`src/rtl/spm_pkg.sv`:
```
// ----------------------------------------------------------------------------
// Star pattern matcher package
// Shared widths, codes, command and status types, and a small helper function.
// ----------------------------------------------------------------------------
`default_nettype none

package spm_pkg;

  // Store sizes.
  localparam int MaxField   = 64;
  localparam int MaxPattern = 16;
  localparam int FieldAw    = $clog2(MaxField);
  localparam int PatAw      = $clog2(MaxPattern);
  localparam int FieldCw    = $clog2(MaxField + 1);
  localparam int PatCw      = $clog2(MaxPattern + 1);

  // Arithmetic widths.
  localparam int CoordW  = 20;
  localparam int StarW   = 2 * CoordW;
  localparam int DiffW   = CoordW + 1;
  localparam int ProdW   = 2 * DiffW;
  localparam int NumW    = ProdW + 1;
  localparam int DenW    = ProdW;
  localparam int FracW   = 20;
  localparam int DvdW    = DenW + FracW;
  localparam int DivCntW = $clog2(DvdW);
  localparam int QW      = 32;
  localparam int ErrW    = QW + 1;
  localparam int AbsW    = 22;
  localparam int SqW     = 2 * AbsW;
  localparam int SumW    = SqW + 1;
  localparam int ThrW    = 40;

  localparam logic [ThrW-1:0] ThrReset  = ThrW'(10995116);
  localparam logic [ErrW-1:0] ErrLimit  = ErrW'(2097152);
  localparam logic [DvdW-1:0] QPosLimit = DvdW'(64'h7FFF_FFFF);
  localparam logic [DvdW-1:0] QNegLimit = DvdW'(64'h8000_0000);

  // Pattern stars before this index are the reference pair.
  localparam logic [PatCw-1:0] PatBase    = PatCw'(2);
  localparam logic [PatCw-1:0] MinPattern = PatCw'(3);

  // Operation codes of an input item.
  localparam logic [1:0] OpField   = 2'd0;
  localparam logic [1:0] OpPattern = 2'd1;
  localparam logic [1:0] OpRun     = 2'd2;

  typedef enum logic [1:0] {
    StOk       = 2'd0,
    StFew      = 2'd1,
    StDegen    = 2'd2,
    StOverflow = 2'd3
  } status_e;

  typedef enum logic [1:0] {
    DivPattern = 2'd0,
    DivField   = 2'd1,
    DivScale   = 2'd2
  } div_sel_e;

  // Commands from the controller to the datapath.
  typedef struct packed {
    logic               ld_fld;
    logic               ld_pat;
    logic               fld_rd;
    logic [FieldAw-1:0] fld_addr;
    logic               pat_rd;
    logic [PatAw-1:0]   pat_addr;
    logic               pn_rd;
    logic               pn_wr;
    logic [PatAw-1:0]   pn_addr;
    logic               ld_p0;
    logic               ld_cd;
    logic               ld_j;
    logic               ld_fd;
    logic               div_start;
    div_sel_e           div_sel;
    logic               chk1;
    logic               chk2;
    logic               chk3;
    logic               res_ld;
    logic               res_match;
    status_e            res_status;
  } spm_cmd_t;

  // Status from the datapath to the controller.
  typedef struct packed {
    logic [FieldCw-1:0] fld_cnt;
    logic [PatCw-1:0]   pat_cnt;
    logic               ovf;
    logic               cd_zero;
    logic               fd_zero;
    logic               div_done;
    logic               close;
    logic               out_free;
  } spm_sts_t;

  // Signed difference of two unsigned coordinates.
  function automatic logic signed [DiffW-1:0] cdiff(input logic [CoordW-1:0] a,
                                                    input logic [CoordW-1:0] b);
    return $signed({1'b0, a}) - $signed({1'b0, b});
  endfunction

endpackage

`default_nettype wire

```
`src/rtl/spm_ctrl.sv`:
```
// ----------------------------------------------------------------------------
// Star pattern matcher controller
// Accepts items, walks the pattern normalization and the field pair search,
// and sequences the datapath through reads, divisions and checks.
// ----------------------------------------------------------------------------
`default_nettype none

module spm_ctrl (
  input  wire logic                 clk_i,
  input  wire logic                 rst_ni,
  input  wire logic                 in_valid_i,
  output logic                      in_ready_o,
  input  wire logic [1:0]           op_i,
  input  wire spm_pkg::spm_sts_t    sts_i,
  output spm_pkg::spm_cmd_t         cmd_o
);
  import spm_pkg::*;

  typedef enum logic [4:0] {
    S_IDLE,
    S_P0,
    S_P1,
    S_CD,
    S_PN_RD,
    S_PN_DIV,
    S_J_TEST,
    S_J_RD,
    S_K_TEST,
    S_K_RD,
    S_K_CHK,
    S_L_TEST,
    S_L_RD,
    S_L_DIV,
    S_CHK2,
    S_CHK3,
    S_CHK4,
    S_SC_DIV,
    S_DONE
  } state_e;

  state_e             state_q, state_d;
  logic [PatCw-1:0]   i_q, i_d, i_nx;
  logic [FieldCw-1:0] j_q, j_d, k_q, k_d, l_q, l_d;
  logic               res_match_q, res_match_d;
  status_e            res_status_q, res_status_d;

  assign i_nx = i_q + PatCw'(1);

  // Next state and commands.
  always_comb begin
    state_d      = state_q;
    i_d          = i_q;
    j_d          = j_q;
    k_d          = k_q;
    l_d          = l_q;
    res_match_d  = res_match_q;
    res_status_d = res_status_q;
    cmd_o        = '0;
    cmd_o.res_match  = res_match_q;
    cmd_o.res_status = res_status_q;
    cmd_o.div_sel    = DivField;
    cmd_o.fld_addr   = j_q[FieldAw-1:0];
    cmd_o.pat_addr   = i_q[PatAw-1:0];
    cmd_o.pn_addr    = i_q[PatAw-1:0];
    in_ready_o       = 1'b0;

    case (state_q)
      S_IDLE: begin
        in_ready_o = 1'b1;
        if (in_valid_i) begin
          case (op_i)
            OpField:   cmd_o.ld_fld = 1'b1;
            OpPattern: cmd_o.ld_pat = 1'b1;
            OpRun: begin
              res_match_d = 1'b0;
              if (sts_i.ovf) begin
                res_status_d = StOverflow;
                state_d      = S_DONE;
              end else if (sts_i.pat_cnt < MinPattern) begin
                res_status_d = StFew;
                state_d      = S_DONE;
              end else begin
                cmd_o.pat_rd   = 1'b1;
                cmd_o.pat_addr = '0;
                state_d        = S_P0;
              end
            end
            default: ;
          endcase
        end
      end
      // Reference pair of the pattern.
      S_P0: begin
        cmd_o.ld_p0    = 1'b1;
        cmd_o.pat_rd   = 1'b1;
        cmd_o.pat_addr = PatAw'(1);
        state_d        = S_P1;
      end
      S_P1: begin
        cmd_o.ld_cd = 1'b1;
        state_d     = S_CD;
      end
      S_CD: begin
        if (sts_i.cd_zero) begin
          res_status_d = StDegen;
          state_d      = S_DONE;
        end else begin
          i_d            = PatBase;
          cmd_o.pat_rd   = 1'b1;
          cmd_o.pat_addr = PatBase[PatAw-1:0];
          state_d        = S_PN_RD;
        end
      end
      // Normalize the remaining pattern stars.
      S_PN_RD: begin
        cmd_o.div_start = 1'b1;
        cmd_o.div_sel   = DivPattern;
        state_d         = S_PN_DIV;
      end
      S_PN_DIV: begin
        if (sts_i.div_done) begin
          cmd_o.pn_wr = 1'b1;
          if (i_nx == sts_i.pat_cnt) begin
            j_d     = '0;
            state_d = S_J_TEST;
          end else begin
            i_d            = i_nx;
            cmd_o.pat_rd   = 1'b1;
            cmd_o.pat_addr = i_nx[PatAw-1:0];
            state_d        = S_PN_RD;
          end
        end
      end
      // Outer loop over the first star of the field pair.
      S_J_TEST: begin
        if (j_q == sts_i.fld_cnt) begin
          res_status_d = StOk;
          state_d      = S_DONE;
        end else begin
          cmd_o.fld_rd   = 1'b1;
          cmd_o.fld_addr = j_q[FieldAw-1:0];
          state_d        = S_J_RD;
        end
      end
      S_J_RD: begin
        cmd_o.ld_j = 1'b1;
        k_d        = '0;
        state_d    = S_K_TEST;
      end
      // Inner loop over the second star of the pair.
      S_K_TEST: begin
        if (k_q == sts_i.fld_cnt) begin
          j_d     = j_q + FieldCw'(1);
          state_d = S_J_TEST;
        end else if (k_q == j_q) begin
          k_d = k_q + FieldCw'(1);
        end else begin
          cmd_o.fld_rd   = 1'b1;
          cmd_o.fld_addr = k_q[FieldAw-1:0];
          state_d        = S_K_RD;
        end
      end
      S_K_RD: begin
        cmd_o.ld_fd = 1'b1;
        state_d     = S_K_CHK;
      end
      S_K_CHK: begin
        if (sts_i.fd_zero) begin
          k_d     = k_q + FieldCw'(1);
          state_d = S_K_TEST;
        end else begin
          i_d     = PatBase;
          l_d     = '0;
          state_d = S_L_TEST;
        end
      end
      // Search the field for a star close to pattern star i.
      S_L_TEST: begin
        if (l_q == sts_i.fld_cnt) begin
          k_d     = k_q + FieldCw'(1);
          state_d = S_K_TEST;
        end else if (l_q == j_q || l_q == k_q) begin
          l_d = l_q + FieldCw'(1);
        end else begin
          cmd_o.fld_rd   = 1'b1;
          cmd_o.fld_addr = l_q[FieldAw-1:0];
          cmd_o.pn_rd    = 1'b1;
          state_d        = S_L_RD;
        end
      end
      S_L_RD: begin
        cmd_o.div_start = 1'b1;
        cmd_o.div_sel   = DivField;
        state_d         = S_L_DIV;
      end
      S_L_DIV: begin
        if (sts_i.div_done) begin
          cmd_o.chk1 = 1'b1;
          state_d    = S_CHK2;
        end
      end
      S_CHK2: begin
        cmd_o.chk2 = 1'b1;
        state_d    = S_CHK3;
      end
      S_CHK3: begin
        cmd_o.chk3 = 1'b1;
        state_d    = S_CHK4;
      end
      S_CHK4: begin
        if (sts_i.close) begin
          if (i_nx == sts_i.pat_cnt) begin
            cmd_o.div_start = 1'b1;
            cmd_o.div_sel   = DivScale;
            state_d         = S_SC_DIV;
          end else begin
            i_d     = i_nx;
            l_d     = '0;
            state_d = S_L_TEST;
          end
        end else begin
          l_d     = l_q + FieldCw'(1);
          state_d = S_L_TEST;
        end
      end
      // Scale and rotation of the matching pair.
      S_SC_DIV: begin
        cmd_o.div_sel = DivScale;
        if (sts_i.div_done) begin
          res_match_d  = 1'b1;
          res_status_d = StOk;
          state_d      = S_DONE;
        end
      end
      // Hand the result over once the output register is free.
      S_DONE: begin
        if (sts_i.out_free) begin
          cmd_o.res_ld = 1'b1;
          state_d      = S_IDLE;
        end
      end
      default: state_d = S_IDLE;
    endcase
  end

  // State, loop counters and the pending result code.
  always_ff @(posedge clk_i or negedge rst_ni) begin
    if (!rst_ni) begin
      state_q      <= S_IDLE;
      i_q          <= '0;
      j_q          <= '0;
      k_q          <= '0;
      l_q          <= '0;
      res_match_q  <= 1'b0;
      res_status_q <= StOk;
    end else begin
      state_q      <= state_d;
      i_q          <= i_d;
      j_q          <= j_d;
      k_q          <= k_d;
      l_q          <= l_d;
      res_match_q  <= res_match_d;
      res_status_q <= res_status_d;
    end
  end

endmodule

`default_nettype wire

```
`config.mk`:
```
export PLATFORM = sky130hd
export DESIGN_NAME = spm_ctrl
export DESIGN_NICKNAME = d
export VERILOG_FILES = /design/src/rtl/spm_pkg.sv /design/src/rtl/spm_ctrl.sv
export SDC_FILE = /design/constraint.sdc
export NUM_CORES = 1
export LEC_CHECK = 0
export BUFFER_PORTS_ARGS = -buffer_cell sky130_fd_sc_hd__buf_2
export CELL_PAD_IN_SITES_DETAIL_PLACEMENT = 2
export CELL_PAD_IN_SITES_GLOBAL_PLACEMENT = 2
export CORE_UTILIZATION = 30
export DETAILED_ROUTE_END_ITERATION = 7
export PLACE_DENSITY = 0.83
export SLEW_MARGIN = 40
export SYNTH_ARGS = -nofsm -noshare
export SYNTH_HDL_FRONTEND = slang
export SYNTH_SLANG_ARGS = --single-unit
```
`constraint.sdc`:
```
create_clock -name clk_i -period 3.38 [get_ports clk_i]
set_clock_uncertainty 0.05 [all_clocks]
set_input_delay 1.014 -clock clk_i [delete_from_list [all_inputs] [get_ports clk_i]]
set_output_delay 1.014 -clock clk_i [all_outputs]
set_load 0.03 [all_outputs]
```
* Yosys cells after proc, flatten, opt, wreduce, memory -nomap -nowiden
Cells that the tools add are included.
** Word-level totals
- Bits in registers :: 34
- Output and inout port bits :: 35
- Logic and storage cells :: 168
** Operators by class
- Add/subtract/negate cells :: 4
- $lt $le $gt $ge :: 1
- Equal/unequal tests :: 50
- Muxes and demuxes :: 89
- Reductions and logical operators :: 17
** Operators with widths (count)
- $mux W5 :: 28
- $mux W7 :: 17
- $pmux W5 S19 :: 1
- $eq A7 B7 Y1 :: 6
- $pmux W7 S3 :: 2
- $eq A5 B4 Y1 const B :: 8
- $pmux W5 S4 :: 2
- $ne A2 B2 Y1 const B :: 18
- $pmux W7 S4 :: 1
- $mux W2 :: 11
- $add A7 B1 Y7 const B :: 3
- $eq A5 B3 Y1 const B :: 4
- $mux W1 :: 20
- $eq A5 B5 Y1 const B :: 3
- $reduce_and A5 Y1 :: 3
- $pmux W7 S2 :: 1
- $ne A3 B3 Y1 const B :: 4
- $reduce_bool A4 Y1 :: 3
- $eq A5 B2 Y1 const B :: 2
- $pmux W2 S4 :: 1
- $reduce_and A4 Y1 :: 2
- $reduce_and A8 Y1 :: 1
- $reduce_and A7 Y1 :: 1
- $mux W3 :: 2
- other kinds (15) :: 17

* Longest topological paths before layout
- Depth in word-level cells :: 6
- Gate-level depth with buffers :: 9
- Depth with buffers taken out :: 7

* Worst setup path before layout
Ideal clock, no wire load.
- Path kind :: in2out
- Start point :: in sts_i[8] (netlist bit)
- End point :: out cmd_o[22] (netlist bit)
- Arrival :: 3072 ps
- Required time :: 2316 ps
- Slack :: -756 ps
- Stages :: 6
- Path through :: nand2b_1 -> a21o_1 -> a31o_2 -> nand3_1 -> nor3b_1 -> a31oi_1
** RTL lines
- from (decl) :: line spm_ctrl.sv:14 : input wire spm_pkg::spm_sts_t sts_i,
- to (decl) :: line spm_ctrl.sv:15 : output spm_pkg::spm_cmd_t cmd_o

==> flow_summary.ini <==
[run_status]
outcome = complete, but fails checks
failed_checks = setup timing

[global_route]
grt_use_total = 0.374
grt_overflow = 0
grt_max_degree = 35
grt_first_pass_wirelength_um = 31500
antenna_found_initial = 0
grt_pass1_vias = 4780

[placed_design]
place_hpwl_um = 12500
post-place-ws_ns = -0.467
gp_congestion = 0.902
placed_cell_area_mm2 = 0.00431
io_buffers = 57

[floorplan]
dieHeight_um = 109
start_util = 0.311
io_pins = 58
fp.dieW_um = 109
die_area_mm2 = 0.0118
core_area_mm2 = 0.0110
rows = 38

[critical_path]
cp-start-kind = primary input
crit_path_end_kind = output port
crit_end = cmd_o[26]
crit_required_ns = 2.32
critPathMaxFanout = 8
critical_path_class = primary input to output port
reg2reg_depth = 13
timing.rr.start = l_q[0]
critical_path.startpoint = sts_i[16]
reg2reg_slack_ns = 0.13
r2r_end = k_q[4]
cp.arrival_ns = 2.78

[route]
drt_iter0_markers = 432
wl_per_cell_um = 33.5
viasPerCell = 6.58
num_vias = 4598
drcViolationCount = 0
dr.pass1.iters = 5
antenna_left = 0
drt-total-wl_um = 23400

[logic_synthesis]
syn_nets = 472
ys_types = 62
synth_top_cell_area_share = 0.249
synth_top_cell_by_area = dfrtp_1
synth_top_flop_cell = dfrtp_1
syn_inst = 445
synth_seq_cells = 34
synth_area_mm2 = 0.00341
yosysSeqAreaShare = 0.249
async_flop_share = 1.00
synthTopCellsByArea = dfrtp_1 (25%), xor2_1 (8.7%), xnor2_1 (5.4%)
synth-edff-count = 0
ys_warn_count = 0
avgSynthCellArea_um2 = 7.67

[timing]
setup_violations = 16
finalHoldViolCount = 0
period_needed_ns = 3.85
setup_ws_ns = -0.469
fin_setup_tns_ns = -5.26
drv_slew = 0
rsz0062_at_grt = true
max_freq_mhz = 260
min_period_over_period = 1.14
slew_headroom = 0.370
tightestPinTransition_ns = 0.937

[cts]
cts.htree.levels = 2
tritoncts = yes
cts_root_buffer = clkbuf_16
path_clk_slew_ns = 0.07
hold_buffers = 0
cts_buffers = 5
clock_latency_ns = 0.31
clock_path_buffers = 2
cts.sinks = 34

[cells_and_area]
area_growth_pct = 52.3
final_area_mm2 = 0.00520
diodes = 0
final_nets = 585
drive_gt1_frac = 0.415
nFillCells = 1204

[power_and_ir_drop]
internal_power_mw = 1.95
switching_share = 0.559
combPwrFrac = 0.700
p_switching_mw = 2.47
irDropWorstVdd_uv = 467
p_clk_frac = 0.117
power_frac_seq = 0.184
p_leak_nw = 2.39
power.density_mw_per_mm2 = 849

[worst_hold_path]
min_path_type = flop to flop

[flow_run]
max-cap-violations = 0
## flip-flops by register name (all words and copies together), names as in the netlist
name	flops
res_match_q	1
res_status_q	2
state_q	5
i_q	5
j_q	7
l_q	7
k_q	7
## cell usage in the layout, fill, tap and decap left out, drive strengths merged, types with 10 or more instances in the layout
cell type,count
buf,152
nor2,37
xor2,34
dfrtp,34
nand2,32
xnor2,21
nor3,20
a21oi,18
nand3,16
o21ai,15
a31oi,15
nand2b,13
inv,12
nor2b,11
nor4,10
## power by group through the flow
stage	sequential (mW)	clock, mW	combinational (mW)
floorplan	0.590	0	1.63
global placement	0.743	0	2.15
detailed placement	0.756	0	2.33
CTS	0.757	0.515	2.63
global route	0.812	0.526	3.18
finish	0.811	0.516	3.09
## layer usage
metal	vias up	track usage	wire, um
met2	305	0.631	11200
li1	1815	-	-
met3	133	0.0819	1600
met5	-	0	0
met4	0	0.220	1710
met1	2345	0.434	8880
## worst min-delay path by stage
stage                     from  cells after the start               to
5_1_grt        res_status_q[1]                      1  res_status_q[1]
6_report       res_status_q[1]                      1  res_status_q[1]
2_1_floorplan      res_match_q                      2      res_match_q
4_1_cts        res_status_q[1]                      1  res_status_q[1]
3_3_place_gp   res_status_q[1]                      1  res_status_q[1]
3_5_place_dp   res_status_q[1]                      1  res_status_q[1]
## kinds of logic after synthesis
kind of cell             after synthesis  share of synthesized area
adder cells (fa/ha/maj)                4                     0.0147
AND/OR/NAND/NOR                      180                      0.277
buffers and inverters                 59                     0.0781
XOR/XNOR                              55                      0.141
AO/OA/AOI/OAI                        105                      0.215
multiplexers                           8                     0.0249
flip-flops                            34                      0.249
## what timing repair did
item,CTS,global route
endpoints found under the setup margin,16,38
pin swaps,27,26
setup buffers,17,17
gates resized for setup,67,48
gates cloned,0,0
## synthesized netlist by cell type (all sizes together) (2+ instances only)
| cell type | number |
|---|---|
| nor2 | 37 |
| dfrtp | 34 |
| xor2 | 34 |
| nand2 | 32 |
| buf | 26 |
| clkbuf | 21 |
| xnor2 | 21 |
| nor3 | 20 |
| a21oi | 18 |
| nand3 | 16 |
| a31oi | 15 |
| o21ai | 15 |
| nand2b | 13 |
| inv | 12 |
| nor2b | 11 |
| nor4 | 10 |
| a21o | 8 |
| a22o | 8 |
| and3 | 8 |
| nand4 | 8 |
| and2 | 7 |
| o31ai | 6 |
| o211ai | 5 |
| ha | 4 |
| mux2 | 4 |
| mux2i | 4 |
| o21a | 4 |
| nor4b | 3 |
| o221ai | 3 |
| o41ai | 3 |
| or3 | 3 |
| or3b | 3 |
| or4 | 3 |
| a22oi | 2 |
| and3b | 2 |
| o22ai | 2 |
## worst max-delay path: stages
cell and delay, ns:
buf_6 0.11, xnor2_2 0.17, nand4_1 0.20, o41a_1 0.44
and2_4 0.24, a22o_4 0.28, a21o_4 0.20, buf_6 0.14
## metrics by stage
stage	instances	hold slack (ns)	total power, mW	util
after floorplan	445	0.424	2.22	-
after global placement	661	0.446	2.89	0.392
after detailed placement	661	0.456	3.08	0.392
after CTS	686	0.471	3.90	0.443
after global routing	699	0.531	4.51	0.473
final	699	0.494	4.42	0.473
## layout make-up
class,count,area (um^2),area share
clock buffers,7,143,0.0274
multi-input cells,352,2790,0.536
inverters,12,45.0,0.00866
clock inverters,1,5.00,0.000962
repair buffers,153,1190,0.230
well taps,140,175,0.0337
flip-flops and latches,34,853,0.164
Note: power is estimated with default switching activity, not from simulation.
